$ cat src/rtl/mpg_pkg.sv
// Shared types, codes and helpers of the motion presence guard.
package mpg_pkg;

	// Guard states, one-hot
	typedef enum logic [6:0] {
		ST_DISABLED       = 7'b0000001,
		ST_IDLE           = 7'b0000010,
		ST_CAND_PENDING   = 7'b0000100,
		ST_CANDIDATE      = 7'b0001000,
		ST_ABSENT_PENDING = 7'b0010000,
		ST_ABSENT         = 7'b0100000,
		ST_FAULT          = 7'b1000000
	} state_t;

	// Item modes
	typedef enum logic [1:0] {
		MODE_SAMPLE = 2'd0,
		MODE_START  = 2'd1,
		MODE_STOP   = 2'd2,
		MODE_FAULT  = 2'd3
	} mode_t;

	// Fault codes
	localparam logic [1:0] FAULT_NONE    = 2'd0;
	localparam logic [1:0] FAULT_CAMERA  = 2'd1;
	localparam logic [1:0] FAULT_CAPTURE = 2'd2;

	// Register indexes
	localparam logic [2:0] REG_SAMPLE_PERIOD = 3'd0;
	localparam logic [2:0] REG_ON_LEVEL      = 3'd1;
	localparam logic [2:0] REG_OFF_LEVEL     = 3'd2;
	localparam logic [2:0] REG_DEBOUNCE      = 3'd3;
	localparam logic [2:0] REG_ABSENCE       = 3'd4;
	localparam logic [2:0] REG_FAIL_LIMIT    = 3'd5;

	localparam logic [31:0] MIN_PERIOD = 32'd200;
	localparam logic [7:0]  RUN_MAX    = 8'hFF;

	// Encoded state numbers on the result port
	localparam logic [2:0] CODE_DISABLED       = 3'd0;
	localparam logic [2:0] CODE_IDLE           = 3'd1;
	localparam logic [2:0] CODE_CAND_PENDING   = 3'd2;
	localparam logic [2:0] CODE_CANDIDATE      = 3'd3;
	localparam logic [2:0] CODE_ABSENT_PENDING = 3'd4;
	localparam logic [2:0] CODE_ABSENT         = 3'd5;
	localparam logic [2:0] CODE_FAULT          = 3'd6;

	typedef struct packed {
		mode_t       mode;
		logic [31:0] now_time;
		logic [31:0] score;
		logic        frame_good;
		logic        score_good;
		logic [1:0]  fault_in;
	} item_t;

	typedef struct packed {
		logic [31:0] sample_period;
		logic [31:0] on_level;
		logic [31:0] off_level;
		logic [31:0] debounce_time;
		logic [31:0] absence_time;
		logic [7:0]  failure_limit;
	} cfg_t;

	typedef struct packed {
		state_t      state;
		logic [1:0]  fault;
		logic [31:0] epoch;
		logic [31:0] sequence_cnt;
		logic [7:0]  bad_run;
		logic [31:0] pending_start;
		logic [31:0] last_motion;
	} ctx_t;

	function automatic logic [2:0] state_code(state_t st);
		logic [2:0] code;
		unique case (st)
			ST_DISABLED:       code = CODE_DISABLED;
			ST_IDLE:           code = CODE_IDLE;
			ST_CAND_PENDING:   code = CODE_CAND_PENDING;
			ST_CANDIDATE:      code = CODE_CANDIDATE;
			ST_ABSENT_PENDING: code = CODE_ABSENT_PENDING;
			ST_ABSENT:         code = CODE_ABSENT;
			ST_FAULT:          code = CODE_FAULT;
			default:           code = CODE_DISABLED;
		endcase
		return code;
	endfunction

endpackage

$ cat src/rtl/mpg_step.sv
// Next-context logic of the presence guard for one item.
module mpg_step import mpg_pkg::*; (
	input  ctx_t        cur,
	input  item_t       item,
	input  cfg_t        cfg,
	output ctx_t        nxt,
	output logic [31:0] score_echo
);

	logic [31:0] period_eff;
	logic [31:0] off_eff;
	logic [31:0] deb_eff;
	logic [32:0] abs_eff;
	logic [7:0]  lim_eff;
	logic [7:0]  run_inc;
	logic [31:0] seq_inc;
	logic [31:0] since_pending;
	logic [31:0] since_motion;
	logic [1:0]  fcode;
	logic        motion;
	logic        cleared;
	logic        bad;

	// Apply register clamps
	always_comb begin
		period_eff = (cfg.sample_period < MIN_PERIOD) ? MIN_PERIOD : cfg.sample_period;
		off_eff    = (cfg.off_level > cfg.on_level) ? cfg.on_level : cfg.off_level;
		deb_eff    = (cfg.debounce_time < period_eff) ? period_eff : cfg.debounce_time;
		abs_eff    = ({1'b0, cfg.absence_time} < {period_eff, 1'b0}) ?
		             {period_eff, 1'b0} : {1'b0, cfg.absence_time};
		lim_eff    = (cfg.failure_limit == 8'd0) ? 8'd1 : cfg.failure_limit;
	end

	assign run_inc       = (cur.bad_run == RUN_MAX) ? RUN_MAX : cur.bad_run + 8'd1;
	assign seq_inc       = cur.sequence_cnt + 32'd1;
	assign since_pending = item.now_time - cur.pending_start;
	assign since_motion  = item.now_time - cur.last_motion;
	assign fcode         = (item.fault_in > FAULT_CAPTURE) ? FAULT_CAPTURE : item.fault_in;
	assign motion        = item.score >= cfg.on_level;
	assign cleared       = item.score <= off_eff;
	assign bad           = !item.frame_good || !item.score_good;

	always_comb begin
		nxt        = cur;
		score_echo = '0;
		unique case (item.mode)
			MODE_SAMPLE: begin
				score_echo = item.score;
				if (cur.state != ST_DISABLED && cur.state != ST_FAULT) begin
					if (bad) begin
						nxt.bad_run = run_inc;
						if (run_inc >= lim_eff) begin
							nxt.state        = ST_FAULT;
							nxt.fault        = FAULT_CAPTURE;
							nxt.sequence_cnt = seq_inc;
						end
					end else begin
						nxt.bad_run = '0;
						unique case (cur.state)
							ST_IDLE, ST_ABSENT: begin
								if (motion) begin
									nxt.epoch         = cur.epoch + 32'd1;
									nxt.pending_start = item.now_time;
									nxt.last_motion   = item.now_time;
									nxt.state         = ST_CAND_PENDING;
									nxt.fault         = FAULT_NONE;
									nxt.sequence_cnt  = seq_inc;
								end
							end
							ST_CAND_PENDING: begin
								if (cleared) begin
									nxt.pending_start = '0;
									nxt.last_motion   = '0;
									nxt.state         = ST_IDLE;
									nxt.fault         = FAULT_NONE;
									nxt.sequence_cnt  = seq_inc;
								end else begin
									if (motion) begin
										nxt.last_motion = item.now_time;
									end
									if (since_pending >= deb_eff) begin
										nxt.state        = ST_CANDIDATE;
										nxt.fault        = FAULT_NONE;
										nxt.sequence_cnt = seq_inc;
									end
								end
							end
							ST_CANDIDATE: begin
								if (motion) begin
									nxt.last_motion = item.now_time;
								end else if (cleared) begin
									nxt.state        = ST_ABSENT_PENDING;
									nxt.fault        = FAULT_NONE;
									nxt.sequence_cnt = seq_inc;
								end
							end
							ST_ABSENT_PENDING: begin
								if (motion) begin
									nxt.last_motion  = item.now_time;
									nxt.state        = ST_CANDIDATE;
									nxt.fault        = FAULT_NONE;
									nxt.sequence_cnt = seq_inc;
								end else if (cur.last_motion != 32'd0 &&
								             {1'b0, since_motion} >= abs_eff) begin
									nxt.state        = ST_ABSENT;
									nxt.fault        = FAULT_NONE;
									nxt.sequence_cnt = seq_inc;
								end
							end
							default: begin
							end
						endcase
					end
				end
			end
			MODE_START: begin
				nxt.epoch         = cur.epoch + 32'd1;
				nxt.bad_run       = '0;
				nxt.pending_start = '0;
				nxt.last_motion   = '0;
				nxt.state         = ST_IDLE;
				nxt.fault         = FAULT_NONE;
				nxt.sequence_cnt  = seq_inc;
			end
			MODE_STOP: begin
				nxt.bad_run       = '0;
				nxt.pending_start = '0;
				nxt.last_motion   = '0;
				nxt.state         = ST_DISABLED;
				nxt.fault         = FAULT_NONE;
				nxt.sequence_cnt  = seq_inc;
			end
			MODE_FAULT: begin
				nxt.state        = ST_FAULT;
				nxt.fault        = fcode;
				nxt.sequence_cnt = seq_inc;
			end
		endcase
	end

endmodule

$ cat src/rtl/motion_presence_guard_fsm.sv
// Top level of the motion presence guard: channels, registers and context.
//
// Usage:
//   Input beats (mode, now_time, score_in, frame_good, score_good, fault_in)
//   enter on in_valid/in_ready. Each beat yields exactly one result beat on
//   out_valid/out_ready carrying epoch, sequence, state, fault code, echoed
//   score and time, and the time motion was last seen.
//   Configuration beats on cfg_valid/cfg_ready write register cfg_index
//   (0 sample period .. 5 failure limit) with cfg_data; indexes above five
//   are dropped. cfg_ready is always high; write only while the guard idles.
//   Path: an input beat lands in the input register; the new context is
//   then computed and loaded with the result into the result register,
//   from which the result leaves on out_valid/out_ready.
//   Throughput: one beat per cycle while out_ready stays high.
//   Stall: when out_ready drops the result register holds; an empty input
//   register still takes one more beat, a full one drops in_ready at once.
//   Reset: the guard comes up disabled with all counters cleared and the
//   registers at 200, 20, 10, 1000, 5000 and 3.
module motion_presence_guard_fsm import mpg_pkg::*; (
	input  logic        clk,
	input  logic        arst_n,
	input  logic        in_valid,
	output logic        in_ready,
	input  logic [1:0]  mode,
	input  logic [31:0] now_time,
	input  logic [31:0] score_in,
	input  logic        frame_good,
	input  logic        score_good,
	input  logic [1:0]  fault_in,
	output logic        out_valid,
	input  logic        out_ready,
	output logic [31:0] epoch_out,
	output logic [31:0] sequence_out,
	output logic [2:0]  state_out,
	output logic [1:0]  fault_out,
	output logic [31:0] score_out,
	output logic [31:0] time_out,
	output logic [31:0] last_motion_time,
	input  logic        cfg_valid,
	output logic        cfg_ready,
	input  logic [2:0]  cfg_index,
	input  logic [31:0] cfg_data
);

	cfg_t        cfg_q;
	ctx_t        ctx_q;
	ctx_t        ctx_nxt;
	item_t       item_s1;
	logic        valid_s1;
	logic        out_valid_q;
	logic [31:0] score_echo;
	logic        adv_s1;
	logic        adv_s2;

	// Result register may load when empty or being drained
	assign adv_s2   = !out_valid_q || out_ready;
	assign adv_s1   = valid_s1 && adv_s2;
	assign in_ready = !valid_s1 || adv_s2;
	assign cfg_ready = 1'b1;

	// Configuration registers; writes beyond the list are dropped
	always_ff @(posedge clk or negedge arst_n) begin
		if (!arst_n) begin
			cfg_q.sample_period <= 32'd200;
			cfg_q.on_level      <= 32'd20;
			cfg_q.off_level     <= 32'd10;
			cfg_q.debounce_time <= 32'd1000;
			cfg_q.absence_time  <= 32'd5000;
			cfg_q.failure_limit <= 8'd3;
		end else if (cfg_valid && cfg_ready) begin
			unique case (cfg_index)
				REG_SAMPLE_PERIOD: cfg_q.sample_period <= cfg_data;
				REG_ON_LEVEL:      cfg_q.on_level      <= cfg_data;
				REG_OFF_LEVEL:     cfg_q.off_level     <= cfg_data;
				REG_DEBOUNCE:      cfg_q.debounce_time <= cfg_data;
				REG_ABSENCE:       cfg_q.absence_time  <= cfg_data;
				REG_FAIL_LIMIT:    cfg_q.failure_limit <= cfg_data[7:0];
				default: begin
				end
			endcase
		end
	end

	// Input register: valid flag
	always_ff @(posedge clk or negedge arst_n) begin
		if (!arst_n) begin
			valid_s1 <= 1'b0;
		end else if (in_ready) begin
			valid_s1 <= in_valid;
		end
	end

	// Input register: payload, captured on an accepted beat
	always_ff @(posedge clk) begin
		if (in_valid && in_ready) begin
			item_s1.mode       <= mode_t'(mode);
			item_s1.now_time   <= now_time;
			item_s1.score      <= score_in;
			item_s1.frame_good <= frame_good;
			item_s1.score_good <= score_good;
			item_s1.fault_in   <= fault_in;
		end
	end

	mpg_step u_step (
		.cur        (ctx_q),
		.item       (item_s1),
		.cfg        (cfg_q),
		.nxt        (ctx_nxt),
		.score_echo (score_echo)
	);

	// Guard context advances once per item as it moves to the result stage
	always_ff @(posedge clk or negedge arst_n) begin
		if (!arst_n) begin
			ctx_q.state         <= ST_DISABLED;
			ctx_q.fault         <= FAULT_NONE;
			ctx_q.epoch         <= '0;
			ctx_q.sequence_cnt  <= '0;
			ctx_q.bad_run       <= '0;
			ctx_q.pending_start <= '0;
			ctx_q.last_motion   <= '0;
		end else if (adv_s1) begin
			ctx_q <= ctx_nxt;
		end
	end

	// Result register: valid flag
	always_ff @(posedge clk or negedge arst_n) begin
		if (!arst_n) begin
			out_valid_q <= 1'b0;
		end else if (adv_s2) begin
			out_valid_q <= valid_s1;
		end
	end

	// Result register: payload, held while the receiver stalls
	always_ff @(posedge clk) begin
		if (adv_s1) begin
			epoch_out        <= ctx_nxt.epoch;
			sequence_out     <= ctx_nxt.sequence_cnt;
			state_out        <= state_code(ctx_nxt.state);
			fault_out        <= ctx_nxt.fault;
			score_out        <= score_echo;
			time_out         <= item_s1.now_time;
			last_motion_time <= ctx_nxt.last_motion;
		end
	end

	assign out_valid = out_valid_q;

`ifndef NO_ASSERTIONS
	// Context only moves when an item passes to the result stage
	a_ctx_hold: assert property (@(posedge clk) disable iff (!arst_n)
		!adv_s1 |=> $stable(ctx_q))
		else $error("guard context changed without an item");

	// Transition counter steps by one at most
	a_seq_step: assert property (@(posedge clk) disable iff (!arst_n)
		adv_s1 |=> (ctx_q.sequence_cnt == $past(ctx_q.sequence_cnt)) ||
		           (ctx_q.sequence_cnt == $past(ctx_q.sequence_cnt) + 32'd1))
		else $error("sequence counter jumped");

	// A fault code is only held in the fault state
	a_fault_code: assert property (@(posedge clk) disable iff (!arst_n)
		(ctx_q.state != ST_FAULT) |-> (ctx_q.fault == FAULT_NONE))
		else $error("fault code outside fault state");

	// Disabled guard carries no run, pending or motion history
	a_disabled_clear: assert property (@(posedge clk) disable iff (!arst_n)
		(ctx_q.state == ST_DISABLED) |->
		(ctx_q.bad_run == 8'd0 && ctx_q.last_motion == 32'd0 &&
		 ctx_q.pending_start == 32'd0))
		else $error("disabled guard holds stale history");

	// An item moving forward always produces a result beat
	a_result_loaded: assert property (@(posedge clk) disable iff (!arst_n)
		adv_s1 |=> out_valid_q)
		else $error("item lost between stages");
`endif

endmodule
$ cat config.mk
export PLATFORM = sky130hd
export DESIGN_NAME = motion_presence_guard_fsm
export DESIGN_NICKNAME = d
export VERILOG_FILES = /design/src/rtl/mpg_pkg.sv /design/src/rtl/mpg_step.sv /design/src/rtl/motion_presence_guard_fsm.sv
export SDC_FILE = /design/constraint.sdc
export NUM_CORES = 2
export LEC_CHECK = 0
export ABC_CLOCK_PERIOD_IN_PS = 9100
export BUFFER_PORTS_ARGS = -buffer_cell sky130_fd_sc_hd__buf_2
export CAP_MARGIN = 20
export CELL_PAD_IN_SITES_DETAIL_PLACEMENT = 0
export CELL_PAD_IN_SITES_GLOBAL_PLACEMENT = 1
export CORE_MARGIN = 2
export CORE_UTILIZATION = 53
export DETAILED_ROUTE_END_ITERATION = 10
export PLACE_DENSITY_LB_ADDON = 0.1
export SYNTH_ARGS = -nofsm -noshare
export SYNTH_HDL_FRONTEND = slang
export SYNTH_HIERARCHICAL = 1
export SYNTH_SLANG_ARGS = --single-unit
$ cat constraint.sdc
create_clock -name clk -period 9.1 [get_ports clk]
set_input_delay 0.455 -clock clk [delete_from_list [all_inputs] [get_ports clk]]
set_output_delay 0.455 -clock clk [all_outputs]
set_load 0.05 [all_outputs]
==> metrics.md <==
| Metric | Value |
|---|---|
| Synth cell types | `88` |
| CP max FO | `59` |
| Final std cells w/o fill | `3874` |
| Worst Tran Pin Value | `1.166 ns` |
| Synth Flop Type | `dfrtp_1` |
| Worst slew margin | `0.2206` |
| Pleak | `16.39 nW` |
| Post-synthesis sequential area ratio | `0.4690` |
| Initial detailed-routing violation count | `1385` |
| Worst-Skew Late Latency | `0.64 ns` |
| Combinational Power Share | `0.310` |
| Biggest area consumer among synthesized cells | `dfrtp_1` |
| Row count | `89` |
| Min-delay worst type | `in2reg` |
| Worst Slack Setup Final | `1.040 ns` |
| Num CTS Buffers | `60` |
| Sequential share of power | `0.385` |
| GPL Wtd Cong | `0.8813` |
| Share of cells above drive strength 1 | `0.2377` |
| Max Clk Rate | `124.1 MHz` |
| Total of max-cap violations | `0` |
| CTS tree | `yes` |
| Final TNS setup | `0 ns` |
| Dpl hpwl | `58.24 mm` |
| Worst EP arrival | `8.57 ns` |
| Sw power | `2.772 mW` |
| PwrDens | `223.0 nW/µm²` |
| Routed Wire Length | `79.74 mm` |
| Die Height | `249.4 µm` |
| DR WL/cell | `20.58 µm` |
| Initial Util | `0.5387` |
| Int Power | `5.440 mW` |
| Clock buffer depth | `3` |
| Crit end category | `register` |
| DP Cell Count | `3689` |
| Pin count of the biggest net entering global routing | `177` |
| Status | `finished, final reports clean` |
| Mapped Cells | `2706` |
| Nets | `3454` |
| Antenna Nets Post-Route | `0` |
| Overflow after GRT | `0` |
| Root Buffer Master | `clkbuf_16` |
| Post-CTS Setup Bufs | `0` |
| Via count | `22537` |
| Vias in the first global route | `22994` |
| Clock skew | `0.02736 ns` |
| YS warnings | `6` |
| Clock share of power | `0.305` |
| CTS H-tree lvls | `2` |
| Post-DP Area | `34060 µm²` |
| Worst Path Required | `9.61 ns` |
| Post-synthesis cell area | `31910 µm²` |
| FFs w/ async S/R, synth | `0.5727` |
| Post-synth EDFFs | `235` |
| Synth top area share | `0.2305` |
| Die area | `62190 µm²` |
| Pre-CTS setup slack | `1.297 ns` |
| DIE WIDTH | `249.4 µm` |
| Core ar. | `59240 µm²` |
| DRC | `0` |
| Crit path time final | `8.060 ns` |
| Final Hold Viols | `0` |
| Max VDD drop | `0.0001697 V` |
| Tcrit/Tclk final | `0.8857` |
| Clock sinks | `550` |
| CP Class | `reg2reg` |
| Setup violations, final | `0` |
| Critical path launch point type | `register` |
| Synth top cells by count | `dfrtp_1, ha_1, mux2_2, edfxtp_1, inv_1` |
| Router iterations before antenna repair | `5` |
| Total Routing Usage GR | `0.2543` |
| Net Count, Synth | `3112` |
| First-pass GRT wire length | `126.4 mm` |
| Synth top area cells | `dfrtp_1, edfxtp_1, ha_1` |
| Ports | `278` |
| Clk slew on worst S/H paths | `0.06 ns` |
| PortBufs | `276` |
| Synth-to-Final Area Change | `15.37%` |
| Sw Share | `0.3375` |
| Syn avg cell area | `11.79 µm²` |
| Post-synthesis register bit count | `550` |
| RSZ-0062 raised after global routing | `false` |
| Initial antenna violation count | `4` |
| Design area | `36820 µm²` |
| Vias/cell | `5.818` |
| Max Slew Vio Count | `0` |
| Resize count post-CTS | `0` |
[flip-flops by register name, indices dropped and copies added, names as in the netlist]
register	flops
ctx_q	145
fault_out	2
time_out	32
cfg_q	168
epoch_out	32
valid_s1	1
state_out	3
sequence_out	32
item_s1	70
out_valid	1
score_out	32
last_motion_time	32
[routing by layer]
layer | GRT usage | vias up | share of wire
li1 | - | 10796 | -
met1 | 0.3263 | 11116 | 0.42
met2 | 0.4476 | 487 | 0.50
met3 | 0.03557 | 132 | 0.044
met4 | 0.07470 | 6 | 0.026
met5 | 0 | - | 0.00038
[repair_timing]
item / 4_1_cts / 5_1_grt
setup endpoints to repair: 0 / 0
hold buffers: 69 / 0
hold endpoints to repair: 138 / 0
[cells by family (layout without fill, tap and decap cells)]
| logic type | count (synthesis) | after routing | synth area share |
|---|---|---|---|
| mux | 384 | 384 | 0.1364 |
| buf+inv | 247 | 641 | 0.03376 |
| flops | 550 | 550 | 0.4690 |
| other cells | 1 | 2 | 0.0001175 |
| simple gates | 571 | 571 | 0.09849 |
| xor+xnor | 122 | 122 | 0.03348 |
| fa+ha+maj | 296 | 296 | 0.1165 |
| compound gates | 535 | 535 | 0.1123 |
[stage by stage]
step,hold slack (ns),power (mW),util
after global placement,0.4859,5.625,0.5749
after detailed placement,0.4988,5.704,0.5749
after floorplan,0.1594,4.961,-
final,0.03328,8.212,0.6215
after global routing,0.01264,8.661,0.6215
after CTS,0.001816,8.261,0.6210
[final timing paths]
| path | from | endpoint | slack, ns | depth (start not counted) |
|---|---|---|---|---|
| max in group asynchronous | arst_n | cfg_q[92]$_DFFE_PN0P_ | 6.55 | 4 |
| hold reg to reg | ctx_q[136]$_DFFE_PN0P_ | ctx_q[136]$_DFFE_PN0P_ | 0.51 | 1 |
| min in group asynchronous | arst_n | ctx_q[94]$_DFFE_PN0P_ | 0.38 | 2 |
| setup / recovery | cfg_q[140]$_DFFE_PN0P_ | ctx_q[136]$_DFFE_PN0P_ | 1.04 | 25 |
| hold / removal | now_time[31] | item_s1[67]$_DFFE_PP_ | 0.03 | 1 |
| setup reg to reg | cfg_q[140]$_DFFE_PN0P_ | ctx_q[136]$_DFFE_PN0P_ | 1.04 | 25 |
[worst max-delay path: stages (launching register included)]
cell and delay [ns]:
dfrtp_1 0.41, o311ai_0 0.89, nand3_1 0.48, o21ai_0 0.57
ha_1 0.27, a21o_1 0.09, a21o_1 0.13, o31ai_1 0.07
a211oi_1 0.34, o221ai_1 0.27, a311oi_4 0.32, buf_4 0.53
a21oi_1 0.18, ha_1 0.33, nand4_1 0.32, nor3_1 0.47
o311ai_1 0.18, o211ai_1 0.12, o21ai_0 0.22, a21o_1 0.22
a22o_1 0.19, o31a_1 0.29, buf_4 0.26, or2_1 0.30
a32o_1 0.22, mux2_2 0.26
[power by group through the flow]
stage	Combinational (mW)	Sequential (mW)	Clock, mW
6_report	2.55	3.16	2.50
5_1_grt	2.80	3.20	2.66
4_1_cts	2.53	3.17	2.56
3_5_place_dp	2.49	3.21	0
3_3_place_gp	2.42	3.20	0
2_1_floorplan	1.62	3.34	0
[placed cells by master (no fill, tap or decap), types with 21 or more instances in the layout]
master           n
dfrtp_1        294
ha_1           294
buf_2          275
mux2_2         250
edfxtp_1       235
inv_1          159
a21oi_1        137
nor2_1         107
nand2_1         97
o21ai_0         88
dlygate4sd3_1   69
mux2i_1         67
a21o_1          65
nand4_1         65
xnor2_1         65
clkbuf_16       63
a22o_1          61
xor2_1          57
nand3_1         56
nor3_1          47
and2_1          43
mux2_1          37
o21a_1          33
mux2_4          30
nor4_1          25
and3_1          23
dfstp_2         21
[cell type report]
type	instances	area (µm²)
diodes	1	2.502
clock buffers	87	1737
clock inverters	27	304.0
fillers	4797	22420
inverters	160	608.1
multi-input cells	1909	15950
flip-flops and latches	550	14970
well taps	773	967.2
repair buffers	367	2280
Power figures use the tool's default switching activity.
